<file path="config.mk">
export PLATFORM = sky130hd
export DESIGN_NAME = laserdisc_serial_command_unit_core
export DESIGN_NICKNAME = d
export VERILOG_FILES = /design/src/rtl/lscu_pkg.sv /design/src/rtl/laserdisc_serial_command_unit_core.sv /design/src/rtl/lscu_decode.sv /design/src/rtl/lscu_outbuf.sv
export SDC_FILE = /design/constraint.sdc
export NUM_CORES = 1
export LEC_CHECK = 0
export BUFFER_PORTS_ARGS = -buffer_cell sky130_fd_sc_hd__buf_2
export CORE_MARGIN = 4
export CORE_UTILIZATION = 33
export DETAILED_ROUTE_END_ITERATION = 10
export PLACE_DENSITY = 0.56
export SLEW_MARGIN = 20
export SYNTH_ARGS = -nofsm -noshare
export SYNTH_HDL_FRONTEND = slang
export SYNTH_SLANG_ARGS = --single-unit
export TNS_END_PERCENT = 20
</file>
<file path="constraint.sdc">
create_clock -name clk -period 8 [get_ports clk]
set_input_delay 0.4 -clock clk [delete_from_list [all_inputs] [get_ports clk]]
set_output_delay 0.4 -clock clk [all_outputs]
set_load 0.03 [all_outputs]
</file>
<file path="src/rtl/lscu_pkg.sv">
`timescale 1ns / 1ps
// ----------------------------------------------------------------------------
// lscu_pkg
// types, command codes and reply codes shared by the serial command unit
// ----------------------------------------------------------------------------
package lscu_pkg;

	localparam int MAX_DIGITS_DEF = 5;
	localparam int FRAME_W        = 17;
	localparam int CUR_W          = 16;
	localparam int MAX_RESULTS    = 3;

	// host command bytes
	localparam logic [7:0] CMD_PLAY     = 8'h25;
	localparam logic [7:0] CMD_PAUSE    = 8'h29;
	localparam logic [7:0] CMD_SEARCH   = 8'h2B;
	localparam logic [7:0] CMD_STOP     = 8'h2F;
	localparam logic [7:0] CMD_ENTER    = 8'h41;
	localparam logic [7:0] CMD_SKIP     = 8'h46;
	localparam logic [7:0] CMD_FC_ON    = 8'h4C;
	localparam logic [7:0] CMD_FC_OFF   = 8'h4D;
	localparam logic [7:0] CMD_RESET    = 8'h53;
	localparam logic [7:0] CMD_CLEAR    = 8'h68;
	localparam logic [7:0] CMD_REPORT   = 8'h6B;
	localparam logic [7:0] CMD_UNKNOWN  = 8'h6E;
	localparam logic [7:0] DIGIT_ZERO   = 8'h30;
	localparam logic [7:0] DIGIT_NINE   = 8'h39;

	// reply bytes
	localparam logic [7:0] ACK_PLAY     = 8'hA5;
	localparam logic [7:0] ACK_PAUSE    = 8'hA9;
	localparam logic [7:0] ACK_STOP     = 8'hAF;
	localparam logic [7:0] ACK_FC_ON    = 8'hCC;
	localparam logic [7:0] ACK_FC_OFF   = 8'hCD;
	localparam logic [7:0] ACK_RESET    = 8'hD3;
	localparam logic [7:0] ACK_CLEAR    = 8'hE8;
	localparam logic [7:0] ACK_REPORT   = 8'h6B;
	localparam logic [7:0] ACK_UNKNOWN  = 8'hEE;
	localparam logic [7:0] ACK_ENTER    = 8'h41;
	localparam logic [7:0] ACK_FOUND    = 8'hB0;
	localparam logic [7:0] ACK_SKIPPED  = 8'hC6;

	// item source
	localparam logic CMD_HOST = 1'b0;
	localparam logic CMD_POLL = 1'b1;

	// result kinds
	localparam logic KIND_HOST   = 1'b0;
	localparam logic KIND_PLAYER = 1'b1;

	// player status
	localparam logic [1:0] STATUS_PAUSED    = 2'd0;
	localparam logic [1:0] STATUS_SEARCHING = 2'd1;

	typedef enum logic [2:0] {
		OP_PLAY   = 3'd0,
		OP_PAUSE  = 3'd1,
		OP_SEARCH = 3'd2,
		OP_SKIP   = 3'd3,
		OP_FAIL   = 3'd4
	} player_op_t;

	typedef enum logic [1:0] {
		MODE_NONE   = 2'd0,
		MODE_SEARCH = 2'd1,
		MODE_SKIP   = 2'd2
	} mode_t;

	typedef struct packed {
		logic               kind;
		logic [7:0]         byte_val;
		player_op_t         op;
		logic [FRAME_W-1:0] target;
	} result_t;

	typedef struct packed {
		result_t [MAX_RESULTS-1:0] res;
		logic [1:0]                cnt;
	} decode_t;

	function automatic result_t host_res(input logic [7:0] b);
		result_t r;
		r.kind     = KIND_HOST;
		r.byte_val = b;
		r.op       = OP_PLAY;
		r.target   = '0;
		return r;
	endfunction

	function automatic result_t player_res(input player_op_t op,
		input logic [FRAME_W-1:0] tgt);
		result_t r;
		r.kind     = KIND_PLAYER;
		r.byte_val = 8'h00;
		r.op       = op;
		r.target   = tgt;
		return r;
	endfunction

endpackage

</file>
<file path="src/rtl/laserdisc_serial_command_unit_core.sv">
`timescale 1ns / 1ps
// ----------------------------------------------------------------------------
// laserdisc_serial_command_unit_core
// serial command unit: host bytes and player polls in, replies and commands out
// ----------------------------------------------------------------------------
// input channel (in_valid/in_ready) carries one host byte or one player poll
// per transaction; output channel (out_valid/out_ready) carries one result per
// transaction, with last set on the final result of an input item.
// an accepted item is decoded in the same cycle and its zero to three results
// are written into the result register; the first is offered on the next
// cycle and the rest follow one per transaction. throughput: one item per
// cycle for items with at most one result while each result is taken; an
// item with n results holds the input until its last result is taken at the single result port.
// in_ready is high when the result register is empty or its last result is
// being taken in the same cycle; a stalled receiver therefore stalls the input.
// reset clears mode, search flag, digit count, accumulated frame and the
// result count of the result register; no results are pending after reset.
// ----------------------------------------------------------------------------
module laserdisc_serial_command_unit_core #(
	parameter int MAX_DIGITS = lscu_pkg::MAX_DIGITS_DEF
) (
	input  logic                         clk,
	input  logic                         arst_n,
	input  logic                         in_valid,
	output logic                         in_ready,
	input  logic                         cmd,
	input  logic [7:0]                   host_byte,
	input  logic [1:0]                   player_status,
	input  logic [lscu_pkg::CUR_W-1:0]   current_frame,
	output logic                         out_valid,
	input  logic                         out_ready,
	output logic                         result_kind,
	output logic [7:0]                   response_byte,
	output logic [2:0]                   player_op,
	output logic [lscu_pkg::FRAME_W-1:0] target_frame,
	output logic                         last
);
	import lscu_pkg::*;

	decode_t dec;
	result_t head;
	logic    accept;

	assign accept = in_valid && in_ready;

	lscu_decode #(
		.MAX_DIGITS(MAX_DIGITS)
	) u_decode (
		.clk           (clk),
		.arst_n        (arst_n),
		.accept        (accept),
		.cmd           (cmd),
		.host_byte     (host_byte),
		.player_status (player_status),
		.current_frame (current_frame),
		.dec           (dec)
	);

	lscu_outbuf u_outbuf (
		.clk       (clk),
		.arst_n    (arst_n),
		.load      (accept),
		.dec       (dec),
		.can_load  (in_ready),
		.out_valid (out_valid),
		.out_ready (out_ready),
		.head      (head),
		.last      (last)
	);

	assign result_kind   = head.kind;
	assign response_byte = head.byte_val;
	assign player_op     = head.op;
	assign target_frame  = head.target;

endmodule

</file>
<file path="src/rtl/lscu_decode.sv">
`timescale 1ns / 1ps
// ----------------------------------------------------------------------------
// lscu_decode
// decodes one item against the mode, search and digit state, and updates it
// ----------------------------------------------------------------------------
module lscu_decode #(
	parameter int MAX_DIGITS = lscu_pkg::MAX_DIGITS_DEF
) (
	input  logic                       clk,
	input  logic                       arst_n,
	input  logic                       accept,
	input  logic                       cmd,
	input  logic [7:0]                 host_byte,
	input  logic [1:0]                 player_status,
	input  logic [lscu_pkg::CUR_W-1:0] current_frame,
	output lscu_pkg::decode_t          dec
);
	import lscu_pkg::*;

	mode_t              mode_q, mode_d;
	logic               busy_q, busy_d;
	logic [2:0]         count_q, count_d;
	logic [FRAME_W-1:0] frame_q, frame_d;
	logic [FRAME_W-1:0] frame_acc;

	assign frame_acc = (frame_q << 3) + (frame_q << 1) + FRAME_W'(host_byte[3:0]);

	always_comb begin
		mode_d  = mode_q;
		busy_d  = busy_q;
		count_d = count_q;
		frame_d = frame_q;
		dec     = '0;
		if (cmd == CMD_POLL) begin
			if (busy_q) begin
				if (player_status == STATUS_PAUSED) begin
					dec.res[0] = host_res(ACK_ENTER);
					dec.res[1] = host_res(ACK_FOUND);
					dec.cnt    = 2'd2;
					busy_d     = 1'b0;
				end else if (player_status != STATUS_SEARCHING) begin
					dec.res[0] = player_res(OP_FAIL, '0);
					dec.cnt    = 2'd1;
					busy_d     = 1'b0;
				end
			end
		end else begin
			case (host_byte) inside
				[DIGIT_ZERO:DIGIT_NINE]: begin
					if (count_q < 3'(MAX_DIGITS)) begin
						frame_d = frame_acc;
						count_d = count_q + 3'd1;
					end
				end
				CMD_PLAY: begin
					dec.res[0] = player_res(OP_PLAY, '0);
					dec.res[1] = host_res(ACK_PLAY);
					dec.cnt    = 2'd2;
				end
				CMD_PAUSE: begin
					dec.res[0] = player_res(OP_PAUSE, '0);
					dec.res[1] = host_res(ACK_PAUSE);
					dec.cnt    = 2'd2;
				end
				CMD_RESET: begin
					dec.res[0] = player_res(OP_PLAY, '0);
					dec.res[1] = host_res(ACK_RESET);
					dec.cnt    = 2'd2;
				end
				CMD_SEARCH: mode_d = MODE_SEARCH;
				CMD_SKIP:   mode_d = MODE_SKIP;
				CMD_STOP: begin
					dec.res[0] = host_res(ACK_STOP);
					dec.cnt    = 2'd1;
				end
				CMD_FC_ON: begin
					dec.res[0] = host_res(ACK_FC_ON);
					dec.cnt    = 2'd1;
				end
				CMD_FC_OFF: begin
					dec.res[0] = host_res(ACK_FC_OFF);
					dec.cnt    = 2'd1;
				end
				CMD_CLEAR: begin
					dec.res[0] = host_res(ACK_CLEAR);
					dec.cnt    = 2'd1;
				end
				CMD_UNKNOWN: begin
					dec.res[0] = host_res(ACK_UNKNOWN);
					dec.cnt    = 2'd1;
				end
				CMD_REPORT: begin
					dec.res[0] = host_res(ACK_REPORT);
					dec.res[1] = host_res(current_frame[15:8]);
					dec.res[2] = host_res(current_frame[7:0]);
					dec.cnt    = 2'd3;
				end
				CMD_ENTER: begin
					mode_d = MODE_NONE;
					if (mode_q == MODE_SEARCH) begin
						if (!busy_q) begin
							dec.res[0] = player_res(OP_SEARCH, frame_q);
							dec.cnt    = 2'd1;
							busy_d     = 1'b1;
						end
						count_d = '0;
						frame_d = '0;
					end else if (mode_q == MODE_SKIP) begin
						dec.res[0] = player_res(OP_SKIP, {1'b0, frame_q[15:0]});
						dec.res[1] = host_res(ACK_ENTER);
						dec.res[2] = host_res(ACK_SKIPPED);
						dec.cnt    = 2'd3;
						count_d    = '0;
						frame_d    = '0;
					end
				end
				default: ;
			endcase
		end
	end

	always_ff @(posedge clk or negedge arst_n) begin
		if (!arst_n) begin
			mode_q  <= MODE_NONE;
			busy_q  <= 1'b0;
			count_q <= '0;
			frame_q <= '0;
		end else if (accept) begin
			mode_q  <= mode_d;
			busy_q  <= busy_d;
			count_q <= count_d;
			frame_q <= frame_d;
		end
	end

endmodule

</file>
<file path="src/rtl/lscu_outbuf.sv">
`timescale 1ns / 1ps
// ----------------------------------------------------------------------------
// lscu_outbuf
// result register of up to three results, handed out one per transaction
// ----------------------------------------------------------------------------
module lscu_outbuf (
	input  logic                       clk,
	input  logic                       arst_n,
	input  logic                       load,
	input  lscu_pkg::decode_t          dec,
	output logic                       can_load,
	output logic                       out_valid,
	input  logic                       out_ready,
	output lscu_pkg::result_t          head,
	output logic                       last
);
	import lscu_pkg::*;

	result_t [MAX_RESULTS-1:0] slot_q;
	logic [1:0]                rem_q;
	logic                      take;

	assign out_valid = (rem_q != 2'd0);
	assign take      = out_valid && out_ready;
	assign last      = (rem_q == 2'd1);
	assign can_load  = (rem_q == 2'd0) || (last && out_ready);
	assign head      = slot_q[0];

	always_ff @(posedge clk or negedge arst_n) begin
		if (!arst_n) begin
			rem_q <= '0;
		end else if (load) begin
			rem_q <= dec.cnt;
		end else if (take) begin
			rem_q <= rem_q - 2'd1;
		end
	end

	always_ff @(posedge clk) begin
		if (load) begin
			slot_q <= dec.res;
		end else if (take) begin
			slot_q[0] <= slot_q[1];
			slot_q[1] <= slot_q[2];
		end
	end

endmodule

</file>
---- Yosys cells after proc, flatten, opt, wreduce, memory -nomap -nowiden ----
Cells that the tools add are included.
word-level totals
  logic and storage cells ................. 195
  memories kept ........................... 0
  bits in latches ......................... 0
  memory bits (read-only) ................. 0
  input port bits ......................... 31
  memory bits (writable) .................. 0
  register bits after elaboration ......... 112
  output and inout port bits .............. 32
cells by class
  add/subtract/negate cells ............... 4
  mux-type cells .......................... 100
  eq/ne operators ......................... 46
  bitwise gates (word level) .............. 6
  reductions and logical operators ........ 19
  $mul .................................... 0
  shifts and indexed selects .............. 0
  divide/modulo/power cells ............... 0
  magnitude comparators ................... 3
operators with widths
  operator              count
  $mux W31              17
  $mux W29              13
  $mux W17              16
  $mux W58              2
  $mux W88              1
  $mux W28              3
  $eq A8 B7 Y1 const B  8
  $mux W60              1
  $mux W59              1
  $mux W57              1
  $mux W3               16
  $eq A8 B6 Y1 const B  4
  $ne A2 B2 Y1 const B  13
  $ne A2 B1 Y1 const B  12
  $mux W2               11
  $mux W1               18
  $ne A3 B1 Y1 const B  6
  $add A17 B17 Y17      1
  $add A17 B4 Y17       1
  $reduce_and A16 Y1    1
  $reduce_and A15 Y1    1
  $reduce_or A15 Y1     1
  $reduce_and A13 Y1    1
  $reduce_or A12 Y1     1
  other kinds (13)      28

---- Logic depth before layout (Yosys ltp) ----
  depth after elaboration ................. 18
  gate-level depth with buffers ........... 10
  depth with buffers taken out ............ 10

---- Hierarchy ----
A second synthesis with hierarchy kept.
second synthesis, totals
  cells, all modules ...................... 572
  area, all modules ....................... 6671.4 µm²
modules (own cells, without submodules)
  module                              cells an instance  instances  area an instance (µm²)  seq. area each (µm²)
  lscu_outbuf                         199                1          3689.8                  2662.6
  lscu_decode                         372                1          2975.4                  575.6
  laserdisc_serial_command_unit_core  1                  1          6.3                     0.0

---- Worst setup path before layout ----
Ideal clock, no wire load.
  kind .................................... input to register
  start ................................... input host_byte[3]
  end ..................................... register u_decode.frame_q[14]
  path slack .............................. 5.216 ns
  setup time .............................. 0.069 ns
  buffers on the path ..................... 0
  arrival time ............................ 2.715 ns
  required time ........................... 7.931 ns
  stages .................................. 9
  cells stage by stage .................... fa_1 inv_1 fa_1 and2b_1 o211ai_1 a21oi_1 a41oi_1 or4_1 nand3_1
on the way
  cells in the longest elaborated chain, start to end .. 4
  elaborated cells between the ends (all ways) .. 33
  classes of those cells .................. add/sub: 1; order compare: 2; eq/ne: 24; mux: 2; reduce/logical: 4
ends and longest elaborated chain
  item                                                    RTL line                                  source
  start: declaration                                      laserdisc_serial_command_unit_core.sv:27  input logic [7:0] host_byte,
  $ge A8 B6 Y1 (no line) or $le A8 B6 Y1 (tied branches)  n/a
  $logic_and A1 B1 Y1 (no line)                           n/a
  $ne A2 B2 Y1 (no line) (tied with other cells)          n/a
  $reduce_and A16 Y1 (no line)                            n/a
  end signal: assignment                                  lscu_decode.sv:132                        frame_q <= frame_d;
  end: declaration                                        lscu_decode.sv:23                         logic [FRAME_W-1:0] frame_q, frame_d;
Parallel ways exist; a longest one is shown, timed or not. The select of a mux whose other input is x is not followed.
A chain may end at the register's enable or synchronous reset.

---- Worst setup path in the final report ----
  start ................................... register u_decode.frame_q[0]
  end ..................................... register u_decode.frame_q[14]
on the way
  cells in the longest elaborated chain, start to end .. 4
ends and longest elaborated chain
  item              RTL line           source
  $add A17 B17 Y17  lscu_decode.sv:26  assign frame_acc = (frame_q << 3) + (frame_q << 1) + FRAME_W'(host_byte[3:0]);
  $add A17 B4 Y17   lscu_decode.sv:26
  $mux W17          lscu_decode.sv:50  if (count_q < 3'(MAX_DIGITS)) begin
  $mux W17          lscu_decode.sv:48  case (host_byte) inside
No other way between the ends. The select of a mux whose other input is x is not followed.

==> reports/qor.csv <==
stage,metric,value,unit
final_layout,"commonest non-fill, non-tap cell in the layout",buf_2,
critical_path,crit path DAT,3.31,ns
yosys,sequential fraction of the synthesis area,0.433,
yosys,Mapped Nets,522,
yosys,synthesized cell area,0.00456,mm^2
clock_network,hold_buf cts,0,
power_and_ir_drop,worst vdd ir,0.000103,V
global_routing,gr usage total,0.134,
clock_network,post-CTS setup buffers,0,
placement,Post-DP HPWL,7880,um
timing,Final Max Slew Viols,0,
power_and_ir_drop,switching power,0.453,mW
power_and_ir_drop,P per Cell Area,257,mW/mm^2
timing,clock skew,0.00702,ns
power_and_ir_drop,combinational share of power,0.298,
global_routing,gr ovfl total,0,
yosys,"Distinct cells, synth",68,
clock_network,CTS Sinks,70,
timing,Max-slew headroom,0.322,
drt,DRT antenna net count,0,
clock_network,clock buffer depth,2,
yosys,Cells after Synth,455,
clock_network,CTS tree,built,
timing,"Min Clock Period, post-route",3.04,ns
clock_network,Clock Root Buffer,clkbuf_16,
drt,drt first-iter violations,294,
final_layout,share of layout cells above drive strength 1,0.189,
die,placeable core region,0.0134,mm^2
global_routing,first-pass GRT wire length,17000,um
clock_network,CTS H-Tree Depth,3,
yosys,Post-Synth Adder-Cell Area,0.102,
timing,worst hold slack,0.0816,ns
global_routing,largest net degree at the start of global routing,42,
yosys,Synth async-reset ratio,0.357,
critical_path,crit-path max FO,4,
placement,dpl ws,4.73,ns
flow_run,count of max-cap constraint violations,0,
timing,RSZ-0062 raised after global routing,false,
yosys,Synth area leader,edfxtp_1,
run_status,outcome,"complete, no violations",
die,die area,0.0158,mm^2
final_layout,area grow syn2layout,11.2,%
power_and_ir_drop,Sw Ratio,0.347,
timing,"Hold Violations, Final",0,
yosys,Yosys reg bits,70,
yosys,Mean Syn Cell Area,10.0,um^2
yosys,post-synthesis mux area share,0.00247,
die,chip height,126,um
timing,worst slew pin tran,1.01,ns
timing,final setup vio count,0,
drt,DR vias,3389,
timing,fin crit share,0.381,
min_path,HP Class,primary input to async pin,
clock_network,Clock Latency Late Sink,0.33,ns
critical_path,FF-to-FF path depth,9,
clock_network,total CTS buffers,9,
timing,Peak Freq,329,MHz
critical_path,Startpoint Class,flip-flop,
placement,gpl congestion,0.879,
drt,Post-Route WL,10500,um
clock_network,CTS resizes,0,
die,IO Pins,63,
power_and_ir_drop,Pleak,2.20,nW
final_layout,most frequent cells in the layout,"buf_2 (62), nand2_1 (49), edfxtp_1 (45), ha_1 (34)",
die,Die W,126,um
critical_path,Crit. End Element,flip-flop,
critical_path,"Req. time, crit path",8.26,ns
drt,Via density,5.12,
yosys,compound-gate portion of the synthesized area,0.178,
timing,final worst slack,4.96,ns
power_and_ir_drop,Flop pwr share,0.411,
power_and_ir_drop,clock network power share,0.292,
yosys,Synth Warn #,0,
die,Site Rows,42,
yosys,Simple-Gate Fraction of Synth Area,0.178,
final_layout,fin nets,548,
drt,first-pass iteration count of the detailed router,4,
drt,routed len/inst,15.9,um
yosys,ranking of synthesized cells by area,"edfxtp_1 (30%), dfrtp_1 (14%), ha_1 (9.3%), buf_4 (4.8%), nand2_1 (4.0%)",
timing,setup_tns,0,ns
global_routing,initial antenna violation count,0,
placement,IO buf count,62,
die,Initial Util,0.340,
yosys,Post-synth EDFFs,45,
power_and_ir_drop,internal power,0.852,mW
yosys,XOR/XNOR share of the synthesized area,0.0250,
yosys,Synth top area share,0.296,
yosys,Synth Flop Type,edfxtp_1,
clock_network,Clock transition at path regs,0.06,ns
drt,DRC,0,
yosys,largest family of logic cells by synthesized area,compound AO/OA/AOI/OAI gates,
global_routing,vias in the first global route,3238,
critical_path,WS Path Type,flip-flop to flip-flop,
final_layout,n_diodes,0,
[path summary, 6_finish.rpt]
kind                                     start                   end  slack [ns]
min in group clk              current_frame[1]   u_outbuf.slot_q[79]        0.36
min                                     arst_n   u_decode.frame_q[7]        0.08
max in group asynchronous               arst_n   u_decode.frame_q[3]        7.51
max                        u_decode.frame_q[0]  u_decode.frame_q[14]        4.96
min reg2reg                u_decode.count_q[0]   u_decode.count_q[0]        0.51
max reg2reg                u_decode.frame_q[0]  u_decode.frame_q[14]        4.96
[layer usage]
layer | part of all wire | global-route usage | routed length [um] | vias up
met5 | 0 | 0 | 0 | -
met4 | 0.017 | 0.0472 | 176 | 0
met3 | 0.063 | 0.0311 | 663 | 11
met2 | 0.43 | 0.195 | 4540 | 103
met1 | 0.49 | 0.195 | 5150 | 1589
li1 | - | - | - | 1686
[power groups by stage]
stage                     clock network, mW  registers (mW)  logic (mW)
final                                 0.381           0.536       0.388
after global routing                  0.406           0.545       0.426
after CTS                             0.388           0.537       0.393
after detailed placement                  0           0.544       0.391
after global placement                    0           0.541       0.385
after floorplan                           0           0.537       0.331
[logic make-up after synthesis]
logic type,after synthesis
fa+ha+maj,36
simple gates,154
buf+inv,64
mux,1
xor+xnor,13
compound gates,117
flops,70
[worst max-delay path: stages, from the launching register on]
cell and delay, ns:
dfrtp_1 0.42, fa_1 0.55, inv_1 0.07, fa_1 0.42
and2b_1 0.25, o211ai_1 0.11, a21oi_1 0.37, a41oi_1 0.25
or4_1 0.45, nand3_1 0.10
[state kept, by name, summed over array words and instances, names as in the netlist]
signal            flops
u_decode.frame_q     17
u_decode.busy_q       1
u_outbuf.head        29
u_outbuf.rem_q        2
u_decode.count_q      3
u_outbuf.slot_q      16
u_decode.mode_q       2
[synth_stat cells, types with 4 or more instances]
library cell  instances
a31oi_1               4
inv_1                15
nand2_1              49
nand3_1              18
edfxtp_1             45
nor2_1               25
and2_1               21
dfrtp_1              25
o31ai_1               4
a22o_1                4
ha_1                 34
buf_4                29
clkbuf_1              6
nand2b_1              5
o22ai_1               5
o21ai_0              21
xor2_1                6
a21o_1                7
nor3_1                4
and3_1                6
buf_2                11
xnor2_1               7
o21a_1                6
o21ai_1              11
a21oi_1              22
[per-stage QoR]
step	cell area [um^2]	cells	utilization	total power [mW]
after floorplan	4560	455	-	0.868
final	5070	662	0.379	1.31
after global placement	4780	646	0.357	0.926
after global routing	5070	662	0.379	1.38
after CTS	5070	662	0.379	1.32
after detailed placement	4780	646	0.357	0.935
[area by class of cell]
cell class / count / area, um^2
sequential: 70 / 1980
tap: 176 / 220
clock buffer: 13 / 270
timing repair buffer: 62 / 310
multi-input combinational: 321 / 2210
clock inverter: 3 / 18.8
fill: 1313 / 8330
inverter: 17 / 63.8
(Power assumes the default switching activity.)
